===== config.mk =====
export PLATFORM = sky130hd
export DESIGN_NAME = hsv_hue_rotate_pixel_top_flat
export DESIGN_NICKNAME = d
export VERILOG_FILES = /design/src/rtl/hsvhr_pkg.sv /design/src/rtl/hsvhr_pix_in_if.sv /design/src/rtl/hsvhr_pix_out_if.sv /design/src/rtl/hsv_hue_rotate_pixel_top.sv /design/src/rtl/hsvhr_div.sv /design/src/rtl/hsvhr_ctrl.sv /design/src/rtl/hsvhr_dp.sv /design/src/flat_wrapper.sv
export VERILOG_INCLUDE_DIRS = /design/src /design/src/rtl
export SDC_FILE = /design/constraint.sdc
export NUM_CORES = 2
export LEC_CHECK = 0
export ABC_CLOCK_PERIOD_IN_PS = 11700
export BUFFER_PORTS_ARGS = -buffer_cell sky130_fd_sc_hd__buf_2
export CAP_MARGIN = 20
export CORE_ASPECT_RATIO = 1.1
export CORE_UTILIZATION = 55
export CTS_CLUSTER_DIAMETER = 150
export DETAILED_ROUTE_END_ITERATION = 7
export HOLD_SLACK_MARGIN = 0.12
export PLACE_DENSITY = 0.73
export REMOVE_ABC_BUFFERS = 1
export SLEW_MARGIN = 20
export SYNTH_ARGS = -nofsm -noshare
export SYNTH_HDL_FRONTEND = slang
export SYNTH_SLANG_ARGS = --single-unit

===== constraint.sdc =====
create_clock -name clk -period 11.7 [get_ports clk]
set_input_delay 2.34 -clock clk [delete_from_list [all_inputs] [get_ports clk]]
set_output_delay 2.34 -clock clk [all_outputs]
set_load 0.01 [all_outputs]

===== src/rtl/hsv_hue_rotate_pixel_top_assert.svh =====
// Assertion macros shared by the hue rotation block.
// Each macro expects signals named clk and rst_n in the calling scope.
`ifndef HSV_HUE_ROTATE_PIXEL_TOP_ASSERT_SVH
`define HSV_HUE_ROTATE_PIXEL_TOP_ASSERT_SVH
`ifndef SYNTH
`define HSVHR_ASSERT_IMM(lbl, ante, cons) \
  lbl: assert property (@(posedge clk) disable iff (!rst_n) (ante) |-> (cons)) \
    else $error("hsvhr: same-cycle check failed");
`define HSVHR_ASSERT_NXT(lbl, ante, cons) \
  lbl: assert property (@(posedge clk) disable iff (!rst_n) (ante) |=> (cons)) \
    else $error("hsvhr: next-cycle check failed");
`else
`define HSVHR_ASSERT_IMM(lbl, ante, cons)
`define HSVHR_ASSERT_NXT(lbl, ante, cons)
`endif
`endif


===== src/rtl/hsvhr_pkg.sv =====
package hsvhr_pkg;

  // Default number of fractional bits in the fixed-point HSV values.
  localparam int FRACTION_BITS_DEF = 16;

  // Divider widths: the dividend covers 255 times a hue numerator below 1530,
  // and the divisor covers 6 * (max - min) up to 1530.
  localparam int DIV_DW = 19;
  localparam int DIV_VW = 11;

  // Configuration register indexes.
  localparam logic CFG_IDX_START = 1'b0;
  localparam logic CFG_IDX_RATE  = 1'b1;

  typedef enum logic [3:0] {
    ST_IDLE,
    ST_ADV,
    ST_OFS,
    ST_CHK,
    ST_DGO,
    ST_DWAIT,
    ST_HUE,
    ST_MUL,
    ST_OUT
  } state_t;

  typedef enum logic {
    DV_S8,
    DV_H8
  } div_sel_t;

  typedef enum logic [2:0] {
    MU_M1,
    MU_M2,
    MU_P,
    MU_Q,
    MU_T
  } mul_sel_t;

  typedef enum logic [1:0] {
    RK_HSV,
    RK_BLACK,
    RK_GREY
  } res_kind_t;

  // Commands from the controller to the datapath.
  typedef struct packed {
    logic      in_ready;
    logic      adv_mul;
    logic      adv_add;
    logic      minmax;
    logic      div_start;
    logic      div_capture;
    div_sel_t  div_sel;
    logic      hue_calc;
    logic      mul_en;
    mul_sel_t  mul_sel;
    logic      out_load;
    res_kind_t out_kind;
  } cmd_t;

  // Status from the datapath to the controller.
  typedef struct packed {
    logic in_take;
    logic is_black;
    logic div_done;
    logic quot_zero;
    logic out_free;
  } sts_t;

endpackage


===== src/rtl/hsvhr_pix_in_if.sv =====
interface hsvhr_pix_in_if;
  logic        valid;
  logic        ready;
  logic [7:0]  red_in;
  logic [7:0]  green_in;
  logic [7:0]  blue_in;
  logic        frame_first;
  logic [15:0] elapsed_ms;

  modport source (
    output valid, red_in, green_in, blue_in, frame_first, elapsed_ms,
    input  ready
  );
  modport sink (
    input  valid, red_in, green_in, blue_in, frame_first, elapsed_ms,
    output ready
  );
endinterface


===== src/rtl/hsvhr_pix_out_if.sv =====
interface hsvhr_pix_out_if;
  logic       valid;
  logic       ready;
  logic [7:0] red_out;
  logic [7:0] green_out;
  logic [7:0] blue_out;
  logic       black_passed;

  modport source (
    output valid, red_out, green_out, blue_out, black_passed,
    input  ready
  );
  modport sink (
    input  valid, red_out, green_out, blue_out, black_passed,
    output ready
  );
endinterface


===== src/rtl/hsv_hue_rotate_pixel_top.sv =====
// Hue rotation of RGB pixels. One pixel is processed at a time: a pixel
// flagged first-of-frame first advances the running hue offset by
// rotation_rate * elapsed_ms; the pixel is then converted to 8-bit HSV, its
// hue is offset and it is converted back by the six-sector rule. Black
// pixels return 0,0,0 with black_passed set; grey pixels need only the
// saturation division and colored pixels also the hue division, both on
// the shared one-bit-per-cycle divider of width DW = 19. The fixed-point
// fractions of hue, saturation and value need no divider.
// Each pixel also waits in its last step until the output register is free;
// a new pixel can be taken as soon as the previous one is in the output
// register. Configuration registers must be written only while no pixel is
// in flight; writing the start offset reloads the running offset.
module hsv_hue_rotate_pixel_top #(
  parameter int FRACTION_BITS = hsvhr_pkg::FRACTION_BITS_DEF
) (
  input  logic             clk,
  input  logic             rst_n,
  hsvhr_pix_in_if.sink     in_pix,
  hsvhr_pix_out_if.source  out_pix,
  input  logic             cfg_we,
  input  logic             cfg_index,
  input  logic [31:0]      cfg_data
);

  hsvhr_pkg::cmd_t cmd;
  hsvhr_pkg::sts_t sts;

  // Sequencer.
  hsvhr_ctrl u_ctrl (
    .clk   (clk),
    .rst_n (rst_n),
    .sts_i (sts),
    .cmd_o (cmd)
  );

  // Arithmetic and storage.
  hsvhr_dp #(
    .F (FRACTION_BITS)
  ) u_dp (
    .clk       (clk),
    .rst_n     (rst_n),
    .in_pix    (in_pix),
    .out_pix   (out_pix),
    .cfg_we    (cfg_we),
    .cfg_index (cfg_index),
    .cfg_data  (cfg_data),
    .cmd_i     (cmd),
    .sts_o     (sts)
  );

endmodule


===== src/rtl/hsvhr_div.sv =====
// Restoring unsigned divider, one quotient bit per cycle.
module hsvhr_div #(
  parameter int DW = 24,
  parameter int VW = 11
) (
  input  logic          clk,
  input  logic          rst_n,
  input  logic          start,
  input  logic [DW-1:0] dividend,
  input  logic [VW-1:0] divisor,
  output logic          busy,
  output logic          done,
  output logic [DW-1:0] quotient
);

  localparam int CW = $clog2(DW + 1);

  logic [DW-1:0] quo_r;
  logic [VW-1:0] rem_r;
  logic [VW-1:0] dvs_r;
  logic [CW-1:0] cnt_r;
  logic          busy_r;
  logic          done_r;
  logic [VW:0]   trial;
  logic [VW:0]   diff;
  logic          qbit;

  // One trial subtraction per cycle.
  always_comb begin
    trial = {rem_r, quo_r[DW-1]};
    diff  = trial - {1'b0, dvs_r};
    qbit  = (trial >= {1'b0, dvs_r});
  end

  // Control: counter, busy and the done pulse.
  always_ff @(posedge clk) begin
    if (!rst_n) begin
      busy_r <= 1'b0;
      done_r <= 1'b0;
      cnt_r  <= '0;
    end else begin
      done_r <= 1'b0;
      if (start) begin
        busy_r <= 1'b1;
        cnt_r  <= CW'(DW);
      end else if (busy_r) begin
        cnt_r <= cnt_r - 1'b1;
        if (cnt_r == CW'(1)) begin
          busy_r <= 1'b0;
          done_r <= 1'b1;
        end
      end
    end
  end

  // Partial remainder and quotient shift register.
  always_ff @(posedge clk) begin
    if (start) begin
      quo_r <= dividend;
      rem_r <= '0;
      dvs_r <= divisor;
    end else if (busy_r) begin
      quo_r <= {quo_r[DW-2:0], qbit};
      rem_r <= qbit ? diff[VW-1:0] : trial[VW-1:0];
    end
  end

  assign busy     = busy_r;
  assign done     = done_r;
  assign quotient = quo_r;

endmodule


===== src/rtl/hsvhr_ctrl.sv =====
// Sequencer for one pixel: offset advance, HSV divisions, products, output.
module hsvhr_ctrl (
  input  logic             clk,
  input  logic             rst_n,
  input  hsvhr_pkg::sts_t  sts_i,
  output hsvhr_pkg::cmd_t  cmd_o
);

  hsvhr_pkg::state_t    state_r, state_nxt;
  hsvhr_pkg::div_sel_t  dsel_r, dsel_nxt;
  hsvhr_pkg::mul_sel_t  msel_r, msel_nxt;
  hsvhr_pkg::res_kind_t kind_r, kind_nxt;

  // State and step registers.
  always_ff @(posedge clk) begin
    if (!rst_n) begin
      state_r <= hsvhr_pkg::ST_IDLE;
      dsel_r  <= hsvhr_pkg::DV_S8;
      msel_r  <= hsvhr_pkg::MU_M1;
      kind_r  <= hsvhr_pkg::RK_HSV;
    end else begin
      state_r <= state_nxt;
      dsel_r  <= dsel_nxt;
      msel_r  <= msel_nxt;
      kind_r  <= kind_nxt;
    end
  end

  // Next state and commands.
  always_comb begin
    state_nxt = state_r;
    dsel_nxt  = dsel_r;
    msel_nxt  = msel_r;
    kind_nxt  = kind_r;
    cmd_o             = '0;
    cmd_o.div_sel     = dsel_r;
    cmd_o.mul_sel     = msel_r;
    cmd_o.out_kind    = kind_r;

    unique case (state_r)
      hsvhr_pkg::ST_IDLE: begin
        cmd_o.in_ready = 1'b1;
        if (sts_i.in_take) begin
          state_nxt = hsvhr_pkg::ST_ADV;
        end
      end
      hsvhr_pkg::ST_ADV: begin
        cmd_o.adv_mul = 1'b1;
        state_nxt     = hsvhr_pkg::ST_OFS;
      end
      hsvhr_pkg::ST_OFS: begin
        cmd_o.adv_add = 1'b1;
        cmd_o.minmax  = 1'b1;
        state_nxt     = hsvhr_pkg::ST_CHK;
      end
      hsvhr_pkg::ST_CHK: begin
        if (sts_i.is_black) begin
          kind_nxt  = hsvhr_pkg::RK_BLACK;
          state_nxt = hsvhr_pkg::ST_OUT;
        end else begin
          dsel_nxt  = hsvhr_pkg::DV_S8;
          state_nxt = hsvhr_pkg::ST_DGO;
        end
      end
      hsvhr_pkg::ST_DGO: begin
        cmd_o.div_start = 1'b1;
        state_nxt       = hsvhr_pkg::ST_DWAIT;
      end
      hsvhr_pkg::ST_DWAIT: begin
        if (sts_i.div_done) begin
          cmd_o.div_capture = 1'b1;
          unique case (dsel_r)
            hsvhr_pkg::DV_S8: begin
              if (sts_i.quot_zero) begin
                kind_nxt  = hsvhr_pkg::RK_GREY;
                state_nxt = hsvhr_pkg::ST_OUT;
              end else begin
                dsel_nxt  = hsvhr_pkg::DV_H8;
                state_nxt = hsvhr_pkg::ST_DGO;
              end
            end
            default: begin
              state_nxt = hsvhr_pkg::ST_HUE;
            end
          endcase
        end
      end
      hsvhr_pkg::ST_HUE: begin
        cmd_o.hue_calc = 1'b1;
        msel_nxt       = hsvhr_pkg::MU_M1;
        state_nxt      = hsvhr_pkg::ST_MUL;
      end
      hsvhr_pkg::ST_MUL: begin
        cmd_o.mul_en = 1'b1;
        unique case (msel_r)
          hsvhr_pkg::MU_M1: msel_nxt = hsvhr_pkg::MU_M2;
          hsvhr_pkg::MU_M2: msel_nxt = hsvhr_pkg::MU_P;
          hsvhr_pkg::MU_P:  msel_nxt = hsvhr_pkg::MU_Q;
          hsvhr_pkg::MU_Q:  msel_nxt = hsvhr_pkg::MU_T;
          default: begin
            kind_nxt  = hsvhr_pkg::RK_HSV;
            state_nxt = hsvhr_pkg::ST_OUT;
          end
        endcase
      end
      hsvhr_pkg::ST_OUT: begin
        if (sts_i.out_free) begin
          cmd_o.out_load = 1'b1;
          state_nxt      = hsvhr_pkg::ST_IDLE;
        end
      end
      default: begin
        state_nxt = hsvhr_pkg::ST_IDLE;
      end
    endcase
  end

endmodule


===== src/rtl/hsvhr_dp.sv =====
`include "hsv_hue_rotate_pixel_top_assert.svh"

// Datapath: registers, offset accumulator, shared divider and multiplier,
// sector selection and the output register.
module hsvhr_dp #(
  parameter int F = hsvhr_pkg::FRACTION_BITS_DEF
) (
  input  logic                   clk,
  input  logic                   rst_n,
  hsvhr_pix_in_if.sink           in_pix,
  hsvhr_pix_out_if.source        out_pix,
  input  logic                   cfg_we,
  input  logic                   cfg_index,
  input  logic [31:0]            cfg_data,
  input  hsvhr_pkg::cmd_t        cmd_i,
  output hsvhr_pkg::sts_t        sts_o
);

  localparam int DW = hsvhr_pkg::DIV_DW;
  localparam int VW = hsvhr_pkg::DIV_VW;
  localparam logic [F:0] ONE = {1'b1, {F{1'b0}}};

  function automatic logic [7:0] to8(input logic [F:0] x);
    logic [F+8:0] w;
    w = {x, 8'b0} - {8'b0, x};
    return w[F+7:F];
  endfunction

  // An 8-bit value over 255 is the byte repeated without end after the binary
  // point, so its truncated fraction is the top F bits of that pattern; 255
  // itself is exactly one.
  function automatic logic [F:0] frac8(input logic [7:0] c);
    logic [31:0] rep;
    rep = {c, c, c, c};
    if (c == 8'hFF) return ONE;
    return {1'b0, rep[31 -: F]};
  endfunction

  logic [7:0]  r_r, g_r, b_r;
  logic        first_r;
  logic [15:0] ms_r;
  logic [31:0] rate_r, hoff_r, prod_r;
  logic [7:0]  mx_r, mn_r, s8_r, h8_r;
  logic [F:0]  sf_r, vf_r;
  logic [2:0]  sector_r;
  logic [F-1:0] f_r;
  logic [F:0]  m1_r, m2_r, p_r, q_r, t_r;
  logic        out_valid_r;
  logic [7:0]  ro_r, go_r, bo_r;
  logic        blk_r;

  logic        in_take, out_free;
  logic [7:0]  mx_c, mn_c, d;
  logic [10:0] n, d6;
  logic [DW-1:0] div_dd, quot;
  logic [VW-1:0] div_ds;
  logic        div_busy, div_done;
  logic [F:0]  hf_c;
  logic [F-1:0] hsum;
  logic [F+2:0] h6;
  logic [F:0]  mul_a, mul_b;
  logic [2*F+1:0] mul_p;
  logic [F:0]  sel_r, sel_g, sel_b;
  logic [31:0] adv_full;

  assign in_take  = in_pix.valid && cmd_i.in_ready;
  assign out_free = !out_valid_r || out_pix.ready;
  assign in_pix.ready = cmd_i.in_ready;

  // Input capture.
  always_ff @(posedge clk) begin
    if (in_take) begin
      r_r     <= in_pix.red_in;
      g_r     <= in_pix.green_in;
      b_r     <= in_pix.blue_in;
      first_r <= in_pix.frame_first;
      ms_r    <= in_pix.elapsed_ms;
    end
  end

  // Offset advance product; only its low 32 bits matter.
  assign adv_full = rate_r * {16'b0, ms_r};

  always_ff @(posedge clk) begin
    if (cmd_i.adv_mul) begin
      prod_r <= adv_full;
    end
  end

  // Configuration registers and the running hue offset.
  always_ff @(posedge clk) begin
    if (!rst_n) begin
      hoff_r <= '0;
      rate_r <= '0;
    end else if (cfg_we) begin
      if (cfg_index == hsvhr_pkg::CFG_IDX_START) begin
        hoff_r <= cfg_data;
      end else begin
        rate_r <= cfg_data;
      end
    end else if (cmd_i.adv_add && first_r) begin
      hoff_r <= hoff_r + prod_r;
    end
  end

  // Channel maximum and minimum.
  always_comb begin
    mx_c = r_r;
    if (g_r > mx_c) mx_c = g_r;
    if (b_r > mx_c) mx_c = b_r;
    mn_c = r_r;
    if (g_r < mn_c) mn_c = g_r;
    if (b_r < mn_c) mn_c = b_r;
  end

  always_ff @(posedge clk) begin
    if (cmd_i.minmax) begin
      mx_r <= mx_c;
      mn_r <= mn_c;
    end
  end

  // Hue numerator per dominant channel; below six times the span when the span is nonzero.
  always_comb begin
    d  = mx_r - mn_r;
    d6 = {1'b0, d, 2'b0} + {2'b0, d, 1'b0};
    if (mx_r == r_r) begin
      if (g_r >= b_r) begin
        n = {3'b0, g_r - b_r};
      end else begin
        n = d6 - {3'b0, b_r - g_r};
      end
    end else if (mx_r == g_r) begin
      n = ({2'b0, d, 1'b0} + {3'b0, b_r}) - {3'b0, r_r};
    end else begin
      n = ({1'b0, d, 2'b0} + {3'b0, r_r}) - {3'b0, g_r};
    end
  end

  // Divider operand selection: saturation, then hue.
  always_comb begin
    div_dd = '0;
    div_ds = '0;
    unique case (cmd_i.div_sel)
      hsvhr_pkg::DV_S8: begin
        div_dd = DW'({d, 8'b0} - {8'b0, d});
        div_ds = VW'(mx_r);
      end
      default: begin
        div_dd = DW'({n, 8'b0} - {8'b0, n});
        div_ds = d6;
      end
    endcase
  end

  hsvhr_div #(
    .DW (DW),
    .VW (VW)
  ) u_div (
    .clk      (clk),
    .rst_n    (rst_n),
    .start    (cmd_i.div_start),
    .dividend (div_dd),
    .divisor  (div_ds),
    .busy     (div_busy),
    .done     (div_done),
    .quotient (quot)
  );

  // Quotient capture.
  always_ff @(posedge clk) begin
    if (cmd_i.div_capture) begin
      case (cmd_i.div_sel)
        hsvhr_pkg::DV_S8: s8_r <= quot[7:0];
        default:          h8_r <= quot[7:0];
      endcase
    end
  end

  // Offset hue, then split six times the hue into sector and fraction.
  assign hf_c = frac8(h8_r);
  assign hsum = hf_c[F-1:0] + hoff_r[31 -: F];
  assign h6   = {hsum, 2'b0} + {1'b0, hsum, 1'b0};

  always_ff @(posedge clk) begin
    if (cmd_i.hue_calc) begin
      sector_r <= h6[F+2:F];
      f_r      <= h6[F-1:0];
      sf_r     <= frac8(s8_r);
      vf_r     <= frac8(mx_r);
    end
  end

  // Shared multiplier, one product per cycle.
  always_comb begin
    unique case (cmd_i.mul_sel)
      hsvhr_pkg::MU_M1: begin
        mul_a = sf_r;
        mul_b = {1'b0, f_r};
      end
      hsvhr_pkg::MU_M2: begin
        mul_a = sf_r;
        mul_b = ONE - {1'b0, f_r};
      end
      hsvhr_pkg::MU_P: begin
        mul_a = vf_r;
        mul_b = ONE - sf_r;
      end
      hsvhr_pkg::MU_Q: begin
        mul_a = vf_r;
        mul_b = ONE - m1_r;
      end
      default: begin
        mul_a = vf_r;
        mul_b = ONE - m2_r;
      end
    endcase
    mul_p = mul_a * mul_b;
  end

  always_ff @(posedge clk) begin
    if (cmd_i.mul_en) begin
      case (cmd_i.mul_sel)
        hsvhr_pkg::MU_M1: m1_r <= mul_p[2*F:F];
        hsvhr_pkg::MU_M2: m2_r <= mul_p[2*F:F];
        hsvhr_pkg::MU_P:  p_r  <= mul_p[2*F:F];
        hsvhr_pkg::MU_Q:  q_r  <= mul_p[2*F:F];
        default:          t_r  <= mul_p[2*F:F];
      endcase
    end
  end

  // Six-sector channel assignment.
  always_comb begin
    case (sector_r)
      3'd0: begin sel_r = vf_r; sel_g = t_r;  sel_b = p_r;  end
      3'd1: begin sel_r = q_r;  sel_g = vf_r; sel_b = p_r;  end
      3'd2: begin sel_r = p_r;  sel_g = vf_r; sel_b = t_r;  end
      3'd3: begin sel_r = p_r;  sel_g = q_r;  sel_b = vf_r; end
      3'd4: begin sel_r = t_r;  sel_g = p_r;  sel_b = vf_r; end
      default: begin sel_r = vf_r; sel_g = p_r; sel_b = q_r; end
    endcase
  end

  // Output register.
  always_ff @(posedge clk) begin
    if (!rst_n) begin
      out_valid_r <= 1'b0;
    end else if (cmd_i.out_load) begin
      out_valid_r <= 1'b1;
    end else if (out_pix.ready) begin
      out_valid_r <= 1'b0;
    end
  end

  always_ff @(posedge clk) begin
    if (cmd_i.out_load) begin
      case (cmd_i.out_kind)
        hsvhr_pkg::RK_BLACK: begin
          ro_r <= '0; go_r <= '0; bo_r <= '0; blk_r <= 1'b1;
        end
        hsvhr_pkg::RK_GREY: begin
          ro_r <= mx_r; go_r <= mx_r; bo_r <= mx_r; blk_r <= 1'b0;
        end
        default: begin
          ro_r  <= to8(sel_r);
          go_r  <= to8(sel_g);
          bo_r  <= to8(sel_b);
          blk_r <= 1'b0;
        end
      endcase
    end
  end

  assign out_pix.valid        = out_valid_r;
  assign out_pix.red_out      = ro_r;
  assign out_pix.green_out    = go_r;
  assign out_pix.blue_out     = bo_r;
  assign out_pix.black_passed = blk_r;

  always_comb begin
    sts_o           = '0;
    sts_o.in_take   = in_take;
    sts_o.is_black  = (mx_r == 8'd0);
    sts_o.div_done  = div_done;
    sts_o.quot_zero = (quot == '0);
    sts_o.out_free  = out_free;
  end

  // A new division is never launched over one in flight.
  `HSVHR_ASSERT_IMM(a_div_start_idle, cmd_i.div_start, !div_busy)
  // A finished pixel never overwrites a result not yet taken.
  `HSVHR_ASSERT_IMM(a_out_no_overwrite, cmd_i.out_load, out_free)
  // Once a pixel is taken, no second one is taken in the next cycle.
  `HSVHR_ASSERT_NXT(a_one_at_a_time, in_take, !cmd_i.in_ready)

endmodule

===== src/flat_wrapper.sv =====
// flat-port wrapper written by rule: the top's interface ports become plain ports
module hsv_hue_rotate_pixel_top_flat 
#(
  parameter int FRACTION_BITS = hsvhr_pkg::FRACTION_BITS_DEF
)
  (clk, rst_n, cfg_we, cfg_index, cfg_data, in_pix_valid, in_pix_red_in, in_pix_green_in, in_pix_blue_in, in_pix_frame_first, in_pix_elapsed_ms, in_pix_ready, out_pix_valid, out_pix_red_out, out_pix_green_out, out_pix_blue_out, out_pix_black_passed, out_pix_ready);
  hsvhr_pix_in_if in_pix_i ();
  hsvhr_pix_out_if out_pix_i ();
  input  logic clk;
  input  logic rst_n;
  input  logic cfg_we;
  input  logic cfg_index;
  input  logic [31:0] cfg_data;
  input wire logic [$bits(in_pix_i.valid)-1:0] in_pix_valid;
  input wire logic [$bits(in_pix_i.red_in)-1:0] in_pix_red_in;
  input wire logic [$bits(in_pix_i.green_in)-1:0] in_pix_green_in;
  input wire logic [$bits(in_pix_i.blue_in)-1:0] in_pix_blue_in;
  input wire logic [$bits(in_pix_i.frame_first)-1:0] in_pix_frame_first;
  input wire logic [$bits(in_pix_i.elapsed_ms)-1:0] in_pix_elapsed_ms;
  output wire logic [$bits(in_pix_i.ready)-1:0] in_pix_ready;
  output wire logic [$bits(out_pix_i.valid)-1:0] out_pix_valid;
  output wire logic [$bits(out_pix_i.red_out)-1:0] out_pix_red_out;
  output wire logic [$bits(out_pix_i.green_out)-1:0] out_pix_green_out;
  output wire logic [$bits(out_pix_i.blue_out)-1:0] out_pix_blue_out;
  output wire logic [$bits(out_pix_i.black_passed)-1:0] out_pix_black_passed;
  input wire logic [$bits(out_pix_i.ready)-1:0] out_pix_ready;
  assign in_pix_i.valid = in_pix_valid;
  assign in_pix_i.red_in = in_pix_red_in;
  assign in_pix_i.green_in = in_pix_green_in;
  assign in_pix_i.blue_in = in_pix_blue_in;
  assign in_pix_i.frame_first = in_pix_frame_first;
  assign in_pix_i.elapsed_ms = in_pix_elapsed_ms;
  assign in_pix_ready = in_pix_i.ready;
  assign out_pix_valid = out_pix_i.valid;
  assign out_pix_red_out = out_pix_i.red_out;
  assign out_pix_green_out = out_pix_i.green_out;
  assign out_pix_blue_out = out_pix_i.blue_out;
  assign out_pix_black_passed = out_pix_i.black_passed;
  assign out_pix_i.ready = out_pix_ready;
  hsv_hue_rotate_pixel_top #(.FRACTION_BITS(FRACTION_BITS)) u_core (.clk(clk), .rst_n(rst_n), .in_pix(in_pix_i), .out_pix(out_pix_i), .cfg_we(cfg_we), .cfg_index(cfg_index), .cfg_data(cfg_data));
endmodule

==> results.cfg <==
[status]
result_of_the_run = complete, no violations

[finish]
layout.cells.most_common_list = inv_1, nand2_1, fa_1, ha_1, edfxtp_1
utilization = 0.593
antenna-diode-count = 0
syn_to_final_growth_pct = 6.64
most_common_cell_after_layout_fill_and_taps_aside = inv_1
finalNetCount = 5727
drive_gt1_frac = 0.0633

[detailed_routing]
routed_wire_length_per_instance_um = 20.0
antenna_violating_nets_post_route = 0
vias_per_cell = 5.87
route.detailed.drc = 0
drt_wl_total_mm = 117
drt_iter0_markers = 2789
vias = 34339
dr.pass1.iters = 5

[sta]
final_max_slew_viols = 0
tns_setup_ns = 0
normalized_max_slew_margin = 0.237
finClkSkew_ns = 0.0681
fmax_mhz = 106
finalSetupViolCount = 0
timing.final.crit_period_ns = 9.47
min_period_over_period = 0.809
hold_viol = 0
worst-slew-pin-transition_ns = 1.14
grt_setup_unrepaired = no

[worst_setup_path]
slowest_cp_cell = o31ai_1
timing.critical_path.to_type = register
critical_path.top_delay_family = adder cells
worstReg2RegEnd = u_core.u_dp.q_r[16]$_DFFE_PP_
setup_slack_of_the_worst_register_to_register_path_ns = 2.23
cp_num_buf_inv = 6
crit_path_max_incr_delay_ns = 0.82
timing.setup.critical_path_class = reg2reg
r2r.worst_path.cells = 30
maximum_fanout_along_the_worst_path = 24
timing.critical_path.depth = 30
cp-start-kind = register
reg_to_reg_critical_path_startpoint = u_core.u_ctrl.msel_r[2]$_SDFFE_PN0P_
data_required_time_at_the_worst_endpoint_ns = 12.09
timing.critical_path.arrival_ns = 9.85

[placement]
place.gp.congestion = 0.952
detailed_place_hpwl_mm = 90.1
buffer_ports.inserted = 105

[global_route]
grt_antenna_before_repair = 5
global_route.usage.total = 0.291
grt-ovfl-total = 0
grt_first_pass_wirelength_mm = 187
grt_max_degree = 75
grt_pass1_vias = 34769

[synthesis]
synth.yosys.warnings = 0
syn-cell-area_mm2 = 0.0439
synthArstFlopShare = 0
count_of_flip_flops_with_a_built_in_enable_after_synthesis = 281
yosys.cell_types.count = 89
postSynthRegisterBits = 374
synth.yosys.seq_area_share = 0.235
synth_largest_type_area_fraction = 0.233
synth-main-ff-cell = edfxtp_1
yosys.area.top_type = fa_1
syn_avg_cell_area_um2 = 9.19
post_synth_inst_count = 4771
netlist_top_cells_area = fa_1, edfxtp_1, ha_1, inv_1, nand2_1

[floorplan]
start_util = 0.556
ios = 106
die_height_um = 298
std_cell_rows = 108
dieWidth_um = 271
die_area_mm2 = 0.0809
core_mm2 = 0.0789

[clock_tree]
number_of_clock_sinks_seen_by_cts = 374
tritoncts.num_buffers = 42
cts-root-to-sink-buffers = 3
tritoncts = built
clkSlewWorstSetupHoldPaths_ns = 0.07
post_cts.resized_instances = 0
clockRootBuffer = clkbuf_16
cts.repair_timing.setup_buffer_count = 0
cts_max_level = 2
holdBufCountCts = 0
clk-insertion-delay-late_ns = 0.62

[min_path]
timing.hold.worst.start = u_core.u_dp.rate_r[31]$_SDFFE_PN0P_
hold_path_cells = 2
min-delay-path-class = reg2reg
whs_endpoint = u_core.u_dp.rate_r[31]$_SDFFE_PN0P_

[pwr]
sequentialPowerShare = 0.319
totalPowerFinal_uw = 5040
p_int_uw = 3190
power.density_cell_area_mw_per_mm2 = 108
p_clk_frac = 0.282
switchingPower_uw = 1850
peakVddDrop_mv = 0.124
sw_frac_of_total = 0.368
cellLeakagePower_uw = 0.0204
p_comb_frac = 0.400

[run]
max_capacitance_violation_total = 0
==> flip-flops by register name, summed over array words and instances, names as in the netlist, 11 cells and up <==
signal,count
u_core.u_dp.hoff_r,32
u_core.u_dp.prod_r,32
u_core.u_dp.rate_r,32
u_core.u_dp.u_div.quotient,19
u_core.u_dp.m1_r,17
u_core.u_dp.m2_r,17
u_core.u_dp.p_r,17
u_core.u_dp.q_r,17
u_core.u_dp.t_r,17
u_core.u_dp.ms_r,16
u_core.u_dp.f_r,15
u_core.u_dp.u_div.dvs_r,11
u_core.u_dp.u_div.rem_r,11
==> routing by layer <==
layer	GRT usage	wire (µm)
met2	0.490	55900
met4	0.118	5230
met3	0.0449	8700
met5	0	11
met1	0.375	46800
==> worst max-delay path by stage <==
stage	to	start	slack, ns
global placement	u_core.u_dp.p_r[16]$_DFFE_PP_	u_core.u_ctrl.msel_r[2]$_SDFFE_PN0P_	2.66
CTS	u_core.u_dp.q_r[16]$_DFFE_PP_	u_core.u_ctrl.msel_r[2]$_SDFFE_PN0P_	2.40
finish	u_core.u_dp.q_r[16]$_DFFE_PP_	u_core.u_ctrl.msel_r[2]$_SDFFE_PN0P_	2.23
floorplan	u_core.u_dp.m1_r[16]$_DFFE_PP_	u_core.u_ctrl.msel_r[2]$_SDFFE_PN0P_	3.24
detailed placement	u_core.u_dp.t_r[16]$_DFFE_PP_	u_core.u_ctrl.msel_r[2]$_SDFFE_PN0P_	2.43
global route	u_core.u_dp.p_r[16]$_DFFE_PP_	u_core.u_ctrl.msel_r[2]$_SDFFE_PN0P_	1.72
==> tightest hold or removal path, delay by kind of cell, from the launching register on <==
kind,cells,cell delay [ns]
AOI/OAI and AO/OA,1,0.05
and+or+nand+nor,1,0.05
DFF,1,0.31
==> kinds of logic (layout without fill, tap and decap cells) <==
family | count (synthesis) | count (layout) | share of synthesized area
xor gates and xnor gates | 245 | 245 | 0.0489
buffers and inverters | 904 | 936 | 0.0793
AOI/OAI and AO/OA | 830 | 830 | 0.121
DFF | 374 | 374 | 0.235
and+or+nand+nor | 1431 | 1431 | 0.152
muxes | 108 | 108 | 0.0257
adders and majority gates | 879 | 879 | 0.338
==> power by group through the flow <==
stage | logic [µW] | registers (µW) | clock network (µW)
4_1_cts | 1990 | 1600 | 1440
6_report | 2010 | 1600 | 1420
3_5_place_dp | 1980 | 1630 | 0
2_1_floorplan | 1500 | 1620 | 0
5_1_grt | 2250 | 1610 | 1490
3_3_place_gp | 1930 | 1630 | 0
==> synthesized netlist by cell type, drive strengths merged, types with 10 or more instances <==
library cell,count
a211o,10
a211oi,26
a21boi,14
a21o,64
a21oi,254
a221oi,11
a22o,10
a31oi,31
and2,145
and3,22
buf,46
clkbuf,156
dfxtp,93
edfxtp,281
fa,510
ha,369
inv,702
mux2,33
mux2i,75
nand2,659
nand2b,42
nand3,51
nand3b,13
nand4,29
nor2,247
nor2b,66
nor3,65
nor4,18
o211ai,25
o21a,44
o21ai,176
o21bai,20
o22ai,19
o31ai,12
o41ai,11
or2,13
or3,23
xnor2,166
xor2,79
==> layout make-up <==
| cell class | count | area [µm²] |
|---|---|---|
| clock buffer | 56 | 1220 |
| clock inverter | 22 | 287 |
| fill | 6767 | 32100 |
| inverter | 702 | 2640 |
| multi-input combinational | 3493 | 30100 |
| sequential | 374 | 10300 |
| tap | 1045 | 1310 |
| timing repair buffer | 156 | 908 |
==> stage by stage <==
stage	hold WS, ns	cells	area (µm²)	setup slack [ns]
3_3_place_gp	0.444	5770	45300	2.66
4_1_cts	0.464	5848	46800	2.40
6_report	0.463	5848	46800	2.23
3_5_place_dp	0.451	5770	45300	2.43
2_1_floorplan	0.426	4569	43000	3.24
5_1_grt	0.485	5848	46800	1.72
Note: power is estimated with default switching activity, not from simulation.
